### config.mk
export PLATFORM = sky130hd
export DESIGN_NAME = uflr_rx_ctl
export DESIGN_NICKNAME = d
export VERILOG_FILES = /design/src/uflr_pkg.sv /design/src/uflr_rx_ctl.sv
export SDC_FILE = /design/constraint.sdc
export NUM_CORES = 1
export LEC_CHECK = 0
export ABC_AREA = 1
export ABC_CLOCK_PERIOD_IN_PS = 3100
export BUFFER_PORTS_ARGS = -buffer_cell sky130_fd_sc_hd__buf_2
export CAP_MARGIN = 10
export CORE_ASPECT_RATIO = 1.75
export CORE_UTILIZATION = 46
export DETAILED_ROUTE_END_ITERATION = 16
export GPL_TIMING_DRIVEN = 0
export PLACE_DENSITY = 0.77
export SETUP_SLACK_MARGIN = 0.1
export SYNTH_ARGS = -nofsm -noshare
export SYNTH_HDL_FRONTEND = slang
export SYNTH_SLANG_ARGS = --single-unit
export TNS_END_PERCENT = 30
### constraint.sdc
create_clock -name aclk -period 3.1 [get_ports aclk]
set_input_delay 0.62 -clock aclk [delete_from_list [all_inputs] [get_ports aclk]]
set_output_delay 0.62 -clock aclk [all_outputs]
set_load 0.01 [all_outputs]
### src/uflr_pkg.sv
// Shared types and constants for the UART line framer with frame ring.
// Used by every module of uart_line_frame_ring; depends on nothing.
package uflr_pkg;

    localparam int BYTE_W      = 8;
    localparam int LEN_W       = 7;
    localparam int NUM_W       = 32;
    localparam int SLOT_PORT_W = 4;
    localparam int OFF_PORT_W  = 6;
    localparam int CFG_INDEX_W = 2;
    localparam int CFG_DATA_W  = 7;

    localparam logic [BYTE_W-1:0] CHAR_CR = 8'h0D;
    localparam logic [BYTE_W-1:0] CHAR_LF = 8'h0A;

    localparam logic CMD_RECEIVE = 1'b0;
    localparam logic CMD_READ    = 1'b1;

    localparam logic [CFG_INDEX_W-1:0] REG_TERMINATOR_MODE = 2'd0;
    localparam logic [CFG_INDEX_W-1:0] REG_SPLIT_LENGTH    = 2'd1;

    localparam logic             TERMINATOR_MODE_RESET = 1'b1;
    localparam logic [LEN_W-1:0] SPLIT_LENGTH_RESET    = 7'd50;

    typedef struct packed {
        logic [LEN_W-1:0] length;
        logic [NUM_W-1:0] number;
        logic             continued;
    } slot_meta_t;

    typedef struct packed {
        logic                   done;
        logic [SLOT_PORT_W-1:0] slot;
        logic [LEN_W-1:0]       length;
        logic [NUM_W-1:0]       number;
        logic                   continued;
    } done_info_t;

endpackage

### src/uflr_rx_ctl.sv
// Framing control: fill position, write slot, frame counter and CR-LF
// detection; issues the store and slot record writes. Depends on uflr_pkg.
module uflr_rx_ctl #(
    parameter int SLOTS       = 16,
    parameter int FRAME_BYTES = 64,
    parameter int SLOT_W      = 4,
    parameter int ADDR_W      = 10
) (
    input  logic                        aclk,
    input  logic                        aresetn,
    input  logic                        rx_en,
    input  logic [uflr_pkg::BYTE_W-1:0] rx_byte,
    input  logic                        terminator_mode,
    input  logic [uflr_pkg::LEN_W-1:0]  split_length,
    output logic                        store_we,
    output logic [ADDR_W-1:0]           store_addr,
    output logic [uflr_pkg::BYTE_W-1:0] store_data,
    output logic                        meta_we,
    output logic [SLOT_W-1:0]           meta_addr,
    output uflr_pkg::slot_meta_t        meta_data,
    output uflr_pkg::done_info_t        done
);
    import uflr_pkg::*;

    localparam int CMP_W = 10;

    logic [SLOT_W-1:0] write_slot_reg, write_slot_next;
    logic [LEN_W-1:0]  fill_reg, fill_next;
    logic [NUM_W-1:0]  counter_reg, counter_next;
    logic [BYTE_W-1:0] prev_reg, prev_next;

    logic [LEN_W-1:0]  fill_inc;
    logic [NUM_W-1:0]  counter_inc;
    logic [CMP_W-1:0]  limit;
    logic              term;
    logic              split;
    logic              close;

    always_comb begin
        priority if (split_length == '0) begin
            limit = CMP_W'(1);
        end else if (CMP_W'(split_length) > CMP_W'(FRAME_BYTES)) begin
            limit = CMP_W'(FRAME_BYTES);
        end else begin
            limit = CMP_W'(split_length);
        end
    end

    assign fill_inc    = fill_reg + LEN_W'(1);
    assign counter_inc = counter_reg + NUM_W'(1);

    always_comb begin
        if (terminator_mode) begin
            term = (prev_reg == CHAR_CR) && (rx_byte == CHAR_LF);
        end else begin
            term = (rx_byte == CHAR_CR);
        end
        split = !term && (CMP_W'(fill_inc) >= limit);
        close = term || split;
    end

    assign store_we   = rx_en && (CMP_W'(fill_reg) < CMP_W'(FRAME_BYTES));
    assign store_addr = ADDR_W'(write_slot_reg) * ADDR_W'(FRAME_BYTES) + ADDR_W'(fill_reg);
    assign store_data = rx_byte;

    assign meta_we             = rx_en && close;
    assign meta_addr           = write_slot_reg;
    assign meta_data.length    = fill_inc;
    assign meta_data.number    = counter_inc;
    assign meta_data.continued = split;

    always_comb begin
        done = '0;
        if (close) begin
            done.done      = 1'b1;
            done.slot      = SLOT_PORT_W'(write_slot_reg);
            done.length    = fill_inc;
            done.number    = counter_inc;
            done.continued = split;
        end
    end

    always_comb begin
        write_slot_next = write_slot_reg;
        fill_next       = fill_reg;
        counter_next    = counter_reg;
        prev_next       = prev_reg;
        if (rx_en) begin
            prev_next = term ? '0 : rx_byte;
            if (close) begin
                counter_next = counter_inc;
                fill_next    = '0;
                if (write_slot_reg == SLOT_W'(SLOTS - 1)) begin
                    write_slot_next = '0;
                end else begin
                    write_slot_next = write_slot_reg + SLOT_W'(1);
                end
            end else begin
                fill_next = fill_inc;
            end
        end
    end

    always_ff @(posedge aclk) begin
        if (!aresetn) begin
            write_slot_reg <= '0;
            fill_reg       <= '0;
            counter_reg    <= '0;
            prev_reg       <= '0;
        end else begin
            write_slot_reg <= write_slot_next;
            fill_reg       <= fill_next;
            counter_reg    <= counter_next;
            prev_reg       <= prev_next;
        end
    end

endmodule

* Yosys cells after proc, flatten, opt, wreduce, memory -nomap -nowiden *
Index checks and enable logic that the tools add are counted.

cells by class
  add/subtract/negate cells = 4
  order comparisons = 3
  equality and inequality tests = 4
  muxes and demuxes = 7
  reductions and logical operators = 8

operator list
  operator                 number
  $mux W45                 1
  $add A32 B1 Y32 const B  1
  $eq A8 B4 Y1 const B     3
  $mux W7                  3
  $add A10 B7 Y10          1
  $ge A7 B10 Y1            1
  $mux W8                  1
  $add A7 B1 Y7 const B    1
  $gt A7 B7 Y1 const B     1
  $logic_not A7 Y1         1
  $lt A7 B7 Y1 const B     1
  $add A4 B1 Y4 const B    1
  $eq A4 B4 Y1 const B     1
  $logic_and A1 B1 Y1      4
  $mux W4                  1
  $reduce_and A2 Y1        1
  $logic_not A1 Y1         1
  $logic_or A1 B1 Y1       1
  $mux W1                  1

word-level totals
  register bits = 51
  input bits = 19

* Longest topological paths before layout *
  depth in word-level cells = 7
  gate-level depth with buffers = 19
  depth with buffers taken out = 18

* Worst setup path after synthesis *
No wires, ideal clock.

  path kind = input to output
  from = input split_length[2] in the netlist's numbering
  to = output done[20] in the netlist's numbering
  arrival = 2.401 ns
  slack = 0.079 ns
  stages on the path = 15
  path through = nor4_1 -> nand2_1 -> nand2_1 -> nand2_1 -> ha_1 -> nand2_1 -> nor2_1 -> nand2_1 -> nand2_1 -> nand2_1 -> nand3_2 -> buf_4 -> inv_2 -> buf_2 -> a21oi_1

RTL lines
  what             RTL line           text
  start, declared  uflr_rx_ctl.sv:14  input logic [uflr_pkg::LEN_W-1:0] split_length,
  end, declared    uflr_rx_ctl.sv:21  output uflr_pkg::done_info_t done

==> results.json <==
{
  "status": "finished with violations",
  "violations": "setup timing",
  "crit_type": "input pin to primary output",
  "rows": 43,
  "yosys_warnings": 0,
  "largest_reg_flops": 32,
  "die_h_um": 121,
  "drcViolationCount": 0,
  "crit_chain": "buf_6, nor4_4, nand2_2, buf_6, o21ai_2, ha_1, inv_1, nand2_1, nand2_1, nand2_1, nand2_1, nand2_2, nand2_2, nand3_4, buf_12, inv_12, clkbuf_16, nor2_1, buf_2",
  "grt_pass1_wl_mm": 18.2,
  "ys_seq_area_share_pct": 27.3,
  "io_buffers": 126,
  "cts_buffers": 5,
  "cp_slowest_stage_delay_ns": 0.26,
  "synth_compound_area_share_pct": 5.55,
  "setup_viol": 47,
  "ctsHoldBuffers": 0,
  "dr_total_vias": 4192,
  "synthAdderAreaFrac_pct": 4.01,
  "avgSynthCellArea_um2": 6.39,
  "place_ws_ns": -0.579,
  "synth_mux_area_share_pct": 0,
  "core_um2": 7910,
  "crit_top_cell": "nand2_1",
  "synth_area_um2": 3740,
  "synth_ff_type": "dfxtp_1",
  "grt_remaining_overflow": 0,
  "grt_pass1_vias": 3879,
  "nets": 763,
  "leakage_nw": 2.68,
  "cts_max_path_buffers": 2,
  "drt_iter0_drc": 231,
  "gp_congestion": 0.929,
  "slew_viol_final": 0,
  "dp_hpwl_mm": 8.98,
  "synth_top_area_cell": "dfxtp_1",
  "hold-worst-slack_ns": 0.481,
  "min_period_over_period_pct": 108,
  "synth_xor_area_share_pct": 8.00,
  "cts_tree": "built",
  "min_period_ns": 3.34,
  "layout.cells.non_filler": 823,
  "routed_via_density": 5.09,
  "end_kind": "primary output",
  "ant_nets": 0,
  "synth.area.top_cells": "dfxtp_1 27%, nand2_1 18%, nor2_1 7.1%, inv_1 6.7%, nand3_1 5.4%",
  "post-place-cells": 801,
  "layout-drive-gt1-share_pct": 32.9,
  "utilization_pct": 63.5,
  "cts-root-buf": "clkbuf_16",
  "hp-class": "flop to flop",
  "synth_top_family_by_area": "simple AND/OR/NAND/NOR gates",
  "first_pass_iters": 5,
  "final_hold_viol_count": 0,
  "crit_fanout": 6,
  "maxClockFrequency_mhz": 299,
  "synth-edff-count": 0,
  "dieArea_um2": 8510,
  "cap_violations": 0,
  "diodes": 0,
  "critPathSlowestCell": "nor4_4",
  "worst_slack_ns": -0.244,
  "syn-num-nets": 616,
  "postSynthCellCount": 585,
  "area_growth_syn_to_layout_pct": 34.2,
  "ys_seq_elements": 51,
  "grt_usage_pct": 27.3,
  "cts_htree_levels": 2,
  "io-pin-count": 128,
  "worst_pin_slew_ns": 0.585,
  "synth_common_cells": "183 x nand2_1, 71 x nor2_1, 67 x inv_1",
  "synth_top_area_share_pct": 27.3,
  "required_ns": 2.48,
  "relSlewSlack_pct": 61.0,
  "clkLatencyLatePin_ns": 0.30,
  "start_util_pct": 47.3,
  "finalPower_mw": 1.52,
  "antenna_found_initial": 0,
  "ir_drop_mv": 0.227,
  "synth.distinct_cells": 33,
  "path_clk_slew_ns": 0.07,
  "critPathArrivalTime_ns": 2.72,
  "rsz0062_at_grt": "true",
  "synthSimpleGateAreaFrac_pct": 41.7,
  "path_delay_family": "simple AND/OR/NAND/NOR gates",
  "wire_per_inst_um": 14.6,
  "routed_wl_mm": 12.0,
  "synth.most_common_cell": "nand2_1",
  "fin_skew_ns": 0.00416,
  "path_buf_inv": 7,
  "synthArstFlopShare_pct": 0,
  "power.density_nw_per_um2": 303,
  "grt_max_degree": 18,
  "cp-start-kind": "input pin",
  "die_w_um": 70.2,
  "cts.sinks": 51
}
cell usage in the layout (no fill, tap or decap), drive strengths merged:
cell / count
xnor2: 12
a211oi: 2
a21boi: 1
clkbuf: 12
nor4: 1
nor2: 82
xor2: 17
o21ai: 9
nand3: 43
a21oi: 28
or2: 5
clkinvlp: 2
nor3: 8
nand4: 12
buf: 170
inv: 72
dfxtp: 51
ha: 12
nand2: 192
and2: 1
or3: 1
final timing paths:
kind                                 start                           end  slack [ns]  depth (start not counted)
hold reg to reg   prev_reg[5]$_SDFFE_PN0P_      prev_reg[5]$_SDFFE_PN0P_        0.48                          2
setup / recovery           split_length[2]                      done[10]       -0.24                         19
hold / removal    prev_reg[5]$_SDFFE_PN0P_      prev_reg[5]$_SDFFE_PN0P_        0.48                          2
setup reg to reg  fill_reg[0]$_SDFFE_PN0P_  counter_reg[21]$_SDFFE_PN0P_        0.62                         17
final cells by class:
type,instances,area (um^2)
clock inverter,3,23.8
sequential,51,1030
buffer,38,302
inverter,70,275
timing repair buffer,139,792
timing repair inverter,1,8.76
tap,90,113
multi-input combinational,426,2350
clock buffer,5,125
fill,731,2890
tightest hold or removal path, delay by kind of cell, from the launching register on:
family / cells / cell delay (ns)
buf+inv: 1 / 0.06
flops: 1 / 0.30
compound gates: 1 / 0.06
routing by layer:
| metal | track usage [%] | vias up | wire [um] |
|---|---|---|---|
| met5 | 0 | - | 0 |
| met4 | 16.9 | 0 | 679 |
| met3 | 3.32 | 39 | 513 |
| met2 | 53.2 | 166 | 6570 |
| met1 | 26.5 | 1897 | 4220 |
| li1 | - | 2090 | - |
power by group:
group          internal (mW)  switching (mW)  leakage (nW)
Clock                  0.303           0.273        0.0664
Combinational          0.117           0.155          2.20
Sequential             0.666         0.00917         0.415
through the flow:
step	cell area, um^2	TNS, ns
after global placement	4490	-17.53
after global routing	5020	-16.61
after CTS	4860	-10.43
after floorplan	3740	0
after detailed placement	4490	-20.25
final	5020	-10.02
timing repair:
action | CTS | global route
buffers inserted | 8 | 3
gates cloned | 1 | 2
setup endpoints to repair | 47 | 47
resized for setup | 38 | 24
pin swaps | 14 | 12
cells by family after synthesis:
kind of cell | Yosys count
simple gates | 345
buf+inv | 108
flops | 51
compound gates | 40
xor+xnor | 29
fa+ha+maj | 12
No activity file was read; power rests on OpenSTA's default activity.
