--- src/uflr_pkg.sv ---
// Shared types and constants for the UART line framer with frame ring.
// Used by every module of uart_line_frame_ring; depends on nothing.
package uflr_pkg;

    localparam int BYTE_W      = 8;
    localparam int LEN_W       = 7;
    localparam int NUM_W       = 32;
    localparam int SLOT_PORT_W = 4;
    localparam int OFF_PORT_W  = 6;
    localparam int CFG_INDEX_W = 2;
    localparam int CFG_DATA_W  = 7;

    localparam logic [BYTE_W-1:0] CHAR_CR = 8'h0D;
    localparam logic [BYTE_W-1:0] CHAR_LF = 8'h0A;

    localparam logic CMD_RECEIVE = 1'b0;
    localparam logic CMD_READ    = 1'b1;

    localparam logic [CFG_INDEX_W-1:0] REG_TERMINATOR_MODE = 2'd0;
    localparam logic [CFG_INDEX_W-1:0] REG_SPLIT_LENGTH    = 2'd1;

    localparam logic             TERMINATOR_MODE_RESET = 1'b1;
    localparam logic [LEN_W-1:0] SPLIT_LENGTH_RESET    = 7'd50;

    typedef struct packed {
        logic [LEN_W-1:0] length;
        logic [NUM_W-1:0] number;
        logic             continued;
    } slot_meta_t;

    typedef struct packed {
        logic                   done;
        logic [SLOT_PORT_W-1:0] slot;
        logic [LEN_W-1:0]       length;
        logic [NUM_W-1:0]       number;
        logic                   continued;
    } done_info_t;

endpackage

--- src/uflr_slot_mem.sv ---
// Per-slot record of length, number and kind, with a valid bit per slot so
// that a slot never closed reads as zero. Depends on uflr_pkg.
module uflr_slot_mem #(
    parameter int SLOTS  = 16,
    parameter int SLOT_W = 4
) (
    input  logic                 aclk,
    input  logic                 aresetn,
    input  logic                 we,
    input  logic [SLOT_W-1:0]    waddr,
    input  uflr_pkg::slot_meta_t wdata,
    input  logic                 re,
    input  logic [SLOT_W-1:0]    raddr,
    output uflr_pkg::slot_meta_t rdata,
    output logic                 rvalid
);
    import uflr_pkg::*;

    slot_meta_t       mem [SLOTS];
    slot_meta_t       rdata_reg;
    logic [SLOTS-1:0] valid_reg;
    logic             rvalid_reg;

    always_ff @(posedge aclk) begin
        if (we) begin
            mem[waddr] <= wdata;
        end
        if (re) begin
            rdata_reg <= mem[raddr];
        end
    end

    always_ff @(posedge aclk) begin
        if (!aresetn) begin
            valid_reg  <= '0;
            rvalid_reg <= 1'b0;
        end else begin
            if (we) begin
                valid_reg[waddr] <= 1'b1;
            end
            if (re) begin
                rvalid_reg <= valid_reg[raddr];
            end
        end
    end

    assign rdata  = rdata_reg;
    assign rvalid = rvalid_reg;

endmodule

--- config.mk ---
export PLATFORM = sky130hd
export DESIGN_NAME = uflr_slot_mem
export DESIGN_NICKNAME = d
export VERILOG_FILES = /design/src/uflr_pkg.sv /design/src/uflr_slot_mem.sv
export SDC_FILE = /design/constraint.sdc
export NUM_CORES = 1
export LEC_CHECK = 0
export BUFFER_PORTS_ARGS = -buffer_cell sky130_fd_sc_hd__buf_4
export CAP_MARGIN = 10
export CORE_ASPECT_RATIO = 0.7
export CORE_MARGIN = 4
export CORE_UTILIZATION = 50
export CTS_CLUSTER_DIAMETER = 150
export DETAILED_ROUTE_END_ITERATION = 6
export PLACE_DENSITY = 0.67
export SLEW_MARGIN = 20
export SYNTH_ARGS = -nofsm -noshare
export SYNTH_HDL_FRONTEND = slang
export SYNTH_SLANG_ARGS = --single-unit
export TNS_END_PERCENT = 10
--- constraint.sdc ---
create_clock -name aclk -period 11.9 [get_ports aclk]
set_clock_uncertainty 0.1 [all_clocks]
set_input_delay 0.595 -clock aclk [delete_from_list [all_inputs] [get_ports aclk]]
set_output_delay 0.595 -clock aclk [all_outputs]
set_load 0.005 [all_outputs]
# After elaboration in Yosys (flattened, before gate mapping)
# Memories as Yosys holds them, arrays and structs flattened. A register that Yosys moved wholly into a read port is not among the register bits.
# Cells that the tools add are included.
# word_totals
word_cells	14
in_bits	52
regBits	17
mem_count	1
output_inout_bits	41
ramBits	640
# mem_list
memory	depth	width	read_ports	rd_ports_with_merged_regs	write_ports	line	text
mem	16	40	1	1	1	uflr_slot_mem.sv:19	slot_meta_t mem [SLOTS];
# classes
bitwise	1
reduce_logical	1
magnitude_cmp	3
mux	6
# op_table
op	n
$or 16x16->16	1
$lt 4x5->1 const B	2
$bmux 1 s4	1
$demux 1 s4	1
$ge 4x1->1 const B	1
$mux 1	4
$logic_and 1x1->1	1

# Longest topological paths before layout
# Gate-level depths: netlist of run 1.
# depth
depth_word	5
mapped_depth	7
mapped_depth_nobuf	4

# Worst setup path before layout of run 1
# No wires, ideal clock.
# synth_path
path_type	input to register
from	input waddr[2]
to	memory mem[0][0] (netlist bit) (enable)
path_buffers	0
slack_ns	7.410
required_time_ns	11.310
setup_time_ns	0.490
arrival_time_ns	3.900
path_stages	2
cell_sequence	or3b_2 -> nor3_1
# synth_lines
item	line	text
start, declared	uflr_slot_mem.sv:10	input logic [SLOT_W-1:0] waddr,
end, declared	uflr_slot_mem.sv:19	
# Straight into the memory's write port.

==> run_results.csv, run 1 <==
group,metric,value,unit
yosys,synth_cell_types,22,
critical_path,worst_ep_required_time,12.12,ns
clock_network,cts_buffer_depth,3,
timing,final.min_clock_period,3.03,ns
global_route,grt_pass1_vias,11500,
clock_network,post_cts_buffers,0,
global_route,grt_max_degree,91,
yosys,yosys_warnings,0,
critical_path,crit_type,"in2reg",
drt,route.detailed.drc,0,
power,peakVddDrop,0.103,mV
yosys,async_flop_share,0,
timing,rsz0062_at_grt,"no",
yosys,syn-instance-count,1001,
global_route,grt_pass1_wl,78200,um
critical_path,cp_slowest_stage_delay,0.86,ns
timing,drv_slew,0,
global_route,track_usage,0.193,
drt,viasPerCell,6.03,
global_route,antenna_found_initial,1,
drt,wl,52800,um
timing,hold_viol_final,0,
power,leakagePower,9.20,nW
job,cap_violations,0,
timing,setup_viol,0,
timing,max_freq,0.330,GHz
drt,dr.pass1.iters,5,
critical_path,worstPathArrival,3.25,ns
critical_path,cp_slowest_cell,"buf_4",
drt,route.vias.total,11200,
clock_network,cts_tree,"done",
global_route,grt-ovfl-total,0,
floorplanning,start_util,0.508,
place,hpwl,24000,um
power,p_per_area,168,mW/mm^2
finish,largest_register_ff_count,640,
finish,area_growth,13.3,%
yosys,syn_nets,1053,
clock_network,cts.root.buffer_cell,"clkbuf_16",
drt,drtAntennaViolNets,0,
floorplanning,rows,69,
critical_path,cpMostUsedCell,"mux4_2",
clock_network,clock-sinks,697,
yosys,netlist_area,0.0259,mm^2
yosys,synth_enable_flop_cells,680,
drt,wl_per_cell,28.6,um
timing,tns,0,ns
critical_path,crit_path_max_fanout,72,
place,portBuffers,92,
yosys,synth_seq_cells,697,
floorplanning,die_area,0.0556,mm^2
finish,drive_gt1_frac,0.353,
critical_path,startpoint_type,"input port",
clock_network,htreeDepth,2,
clock_network,clk_pin_slew,0.07,ns
status,outcome,"finished, final reports clean",
finish,fillCellCount,3613,
worst_hold_path,hp-class,"in2reg",
place,place_congestion,0.686,
floorplanning,core_area,0.0510,mm^2
critical_path,path_cells,"buf_8, buf_4, mux4_2, mux4_2",
finish,final_nets,1179,
drt,drt_iter0_markers,1471,
clock_network,post_cts_resized,0,
clock_network,insertion_delay,0.59,ns
yosys,ys.flop_type,"edfxtp_1",
timing,whs,0.197,ns
timing,fin_crit_sh,0.255,
floorplanning,pin_count,93,
clock_network,hold_buffers,0,
clock_network,cts_buffers,60,
timing,relSlewSlack,0.279,
yosys,avgSynthCellArea,25.9,um^2
floorplanning,die_y,198,um
critical_path,setup.worst_path.end_class,"flip-flop",
yosys,yosysSeqAreaShare,0.801,
floorplanning,die-width,280,um
timing,tightest_slew,1.08,ns
==> cell type report <==
| type | instances | area [um^2] | share of cell area |
|---|---|---|---|
| repair buffers | 112 | 852 | 0.0290 |
| inverters | 1 | 3.75 | 0.000128 |
| flip-flops and latches | 697 | 20800 | 0.707 |
| clock buffers | 76 | 1600 | 0.0546 |
| diodes | 1 | 2.50 | 0.0000852 |
| clock inverters | 33 | 305 | 0.0104 |
| multi-input cells | 255 | 4990 | 0.170 |
| well taps | 674 | 843 | 0.0287 |
==> placed cells by master (no fill, tap or decap), drive strengths merged <==
cell type and n:
edfxtp 680, mux2i 4, nand2b 2, clkinv 26
or3b 1, a32oi 1, nor2 14, buf 112
mux4 202, clkinvlp 1, a221oi 2, diode 1
nor3 4, nor2b 1, o211ai 1, bufinv 6
o21a 16, nand3b 3, nand3 2, clkbuf 76
dfxtp 17, nand2 2, inv 1
==> Yosys cell counts, types with 2 or more instances <==
cell	n	share of area
nand3_1	2	0.00039
buf_1	5	0.00072
nor3_1	4	0.00077
buf_2	12	0.0023
o21a_1	16	0.0046
nand2b_1	2	0.00048
a221oi_1	2	0.00068
dfxtp_1	17	0.013
clkbuf_1	21	0.0030
buf_6	9	0.0039
nand2_1	2	0.00029
nor2_1	14	0.0020
nand3b_1	3	0.00087
edfxtp_1	680	0.79
mux2i_1	4	0.0015
mux4_2	202	0.18
==> power by group <==
part,internal [mW],total [mW],switching [mW]
Clock,1.08,1.91,0.834
Combinational,0.114,0.238,0.124
Sequential,2.76,2.77,0.0172
==> path summary, 6_finish.rpt <==
| kind | startpoint | endpoint | slack (ns) | cells after the start |
|---|---|---|---|---|
| setup / recovery | raddr[0] | rdata[8] | 8.87 | 4 |
| hold reg to reg | valid_reg[2] | valid_reg[2] | 0.36 | 1 |
| hold / removal | wdata[18] | mem[4][18] | 0.20 | 1 |
| setup reg to reg | mem[11][6] | rdata[6] | 10.18 | 2 |
==> through the flow <==
step / instance area [um^2] / power, mW / utilization / cells / setup WS, ns
2_1_floorplan: 25900 / 2.96 / - / 1001 / 7.41
3_3_place_gp: 27500 / 3.06 / 0.538 / 1739 / 8.16
3_5_place_dp: 27500 / 3.07 / 0.538 / 1739 / 8.13
4_1_cts: 29400 / 4.97 / 0.575 / 1848 / 8.75
5_1_grt: 29400 / 5.09 / 0.575 / 1848 / 8.58
6_report: 29400 / 4.92 / 0.575 / 1849 / 8.87
==> cells by family after synthesis <==
kind of cell	synth area share
muxes	0.177
AOI/OAI and AO/OA	0.00594
buffers and inverters	0.0104
and+or+nand+nor	0.00541
DFF	0.801
==> worst max-delay path: cells and delay by family <==
| kind | cells | cell delay (ns) |
|---|---|---|
| buffers and inverters | 2 | 1.50 |
| muxes | 2 | 1.11 |
==> layer usage <==
| metal | up-vias | global-route usage | wire (um) | part of all wire |
|---|---|---|---|---|
| met5 | - | 0 | 13 | 0.00025 |
| met4 | 2 | 0.0293 | 648 | 0.012 |
| met3 | 64 | 0.0323 | 3000 | 0.057 |
| met2 | 344 | 0.303 | 25400 | 0.48 |
| met1 | 6128 | 0.300 | 23800 | 0.45 |
| li1 | 4617 | - | - | - |
Power figures use the tool's default switching activity.
==> run 2: changes to the inputs <==
==> constraint.sdc (replaced) <==
create_clock -name aclk -period 2.9 [get_ports aclk]
set_clock_uncertainty 0.1 [all_clocks]
set_input_delay 0.145 -clock aclk [delete_from_list [all_inputs] [get_ports aclk]]
set_output_delay 0.145 -clock aclk [all_outputs]
set_load 0.005 [all_outputs]
==> run 2 against run 1 <==
  * Sequential share of layout area fell by 1.6 points
  * Utilization rose by 1.3 points
  * Clock power rose to 3.9 times the previous value
  * Final cell count rose by 3.0%
  * Critical path depth fell by 2
  * Clock-buffer cell count rose by 4
  * Routed wire length rose by 0.23%
  * Non-clock buffer count rose by 57
  * Die area did not move
  * Critical endpoint is now rdata[18]
  * Largest cell class unchanged
  * Largest power group unchanged
==> run_results.csv, run 2 (same netlist as run 1, synthesis figures left out) <==
group,metric,value,unit
critical_path,cp_slowest_stage_delay,0.49,ns
worst_hold_path,hp-class,"in2reg",
critical_path,critical_path_buf_inv_count,0,
place,place_ws,0.700,ns
finish,mostFrequentLayoutCells,"edfxtp_1 (680), mux4_2 (202), buf_4 (103)",
clock_network,cts_buffers,60,
clock_network,cts.root.buffer_cell,"clkbuf_16",
floorplanning,start_util,0.508,
finish,drive_gt1_frac,0.341,
power,p_per_area,660,mW/mm^2
clock_network,cts_tree,"done",
place,placed_cells,1754,
clock_network,post_cts_buffers,0,
floorplanning,die_area,0.0556,mm^2
timing,final.min_clock_period,1.71,ns
global_route,track_usage,0.194,
global_route,grt_pass1_wl,78500,um
clock_network,htreeDepth,2,
timing,fin_crit_sh,0.590,
power,peakVddDrop,0.539,mV
drt,drtAntennaViolNets,0,
status,outcome,"finished, final reports clean",
critical_path,startpoint_type,"flip-flop",
power,power,19.8,mW
finish,postLayoutCoreUtil,0.589,
place,portBuffers,92,
clock_network,clk_pin_slew,0.07,ns
critical_path,worst_ep_required_time,3.13,ns
finish,final_cells,1904,
clock_network,insertion_delay,0.59,ns
drt,dr.pass1.iters,5,
place,dpl_cell_area,0.0278,mm^2
timing,rsz0062_at_grt,"no",
place,place_congestion,0.706,
timing,setup_viol,0,
drt,drt_iter0_markers,1065,
drt,wl_per_cell,27.8,um
global_route,grt_max_degree,68,
drt,viasPerCell,5.97,
global_route,grt-ovfl-total,0,
timing,max_freq,0.585,GHz
timing,tightest_slew,0.640,ns
floorplanning,die_y,198,um
critical_path,cp_slowest_cell,"mux4_2",
timing,whs,0.0842,ns
critical_path,setup.worst_path.end_class,"flip-flop",
drt,route.vias.total,11400,
finish,final_nets,1236,
critical_path,worstPathArrival,1.94,ns
global_route,antenna_found_initial,1,
timing,tns,0,ns
timing,hold_viol_final,0,
critical_path,r2r_setup_slack,1.19,ns
floorplanning,core_area,0.0510,mm^2
drt,route.detailed.drc,0,
critical_path,crit_type,"reg2reg",
floorplanning,die-width,280,um
global_route,grt_pass1_vias,11700,
timing,drv_slew,0,
place,hpwl,25800,um
finish,area_growth,16.0,%
finish,largest_register_ff_count,640,
critical_path,crit_family,"multiplexers",
critical_path,crit_path_max_fanout,1,
floorplanning,pin_count,93,
clock_network,clock-sinks,697,
drt,wl,53000,um
finish,final_common_cell,"edfxtp_1",
finish,design_area,0.0300,mm^2
power,leakagePower,9.46,nW
job,cap_violations,0,
floorplanning,rows,69,
timing,setup_ws,1.19,ns
critical_path,cpMostUsedCell,"mux4_2",
critical_path,path_cells,"mux4_2, mux4_2",
timing,relSlewSlack,0.574,
clock_network,cts_buffer_depth,3,
run 2: cell type report:
class | instances | area (um^2)
clock inverter | 27 | 180
sequential | 697 | 20800
tap | 674 | 843
timing repair buffer | 169 | 1660
antenna | 1 | 2.50
clock buffer | 80 | 1600
inverter | 1 | 3.75
multi-input combinational | 255 | 5000
fill | 3556 | 21000
run 2: path summary, 6_finish.rpt:
kind,start,to,cells past startpoint
setup reg to reg,mem[10][18],rdata[18],2
hold / removal,waddr[0],mem[0][31],3
hold reg to reg,valid_reg[11],valid_reg[11],1
setup / recovery,mem[10][18],rdata[18],2
run 2: what timing repair did:
action	in CTS	in global routing
hold endpoints to repair	669	0
hold buffers	42	0
gates resized for setup	0	0
run 2: routing by layer:
layer	vias to the layer above	part of all wire	track usage
li1	4735	-	-
met2	359	0.50	0.324
met4	0	0.015	0.0368
met3	72	0.059	0.0324
met5	-	0	0
met1	6199	0.42	0.280
run 2: worst reg2reg max path, delay by kind of cell, from the launching register on:
family | cells | cell delay (ns)
multiplexers | 2 | 0.96
flip-flops | 1 | 0.39
run 2: report_power, final:
part           total [mW]  switching [mW]  internal, mW  leakage, nW
clock                7.37            3.35          4.02        0.863
sequential           11.4          0.0714          11.3         6.31
combinational        1.07           0.530         0.537         2.28
total                19.8            3.95          15.9         9.46
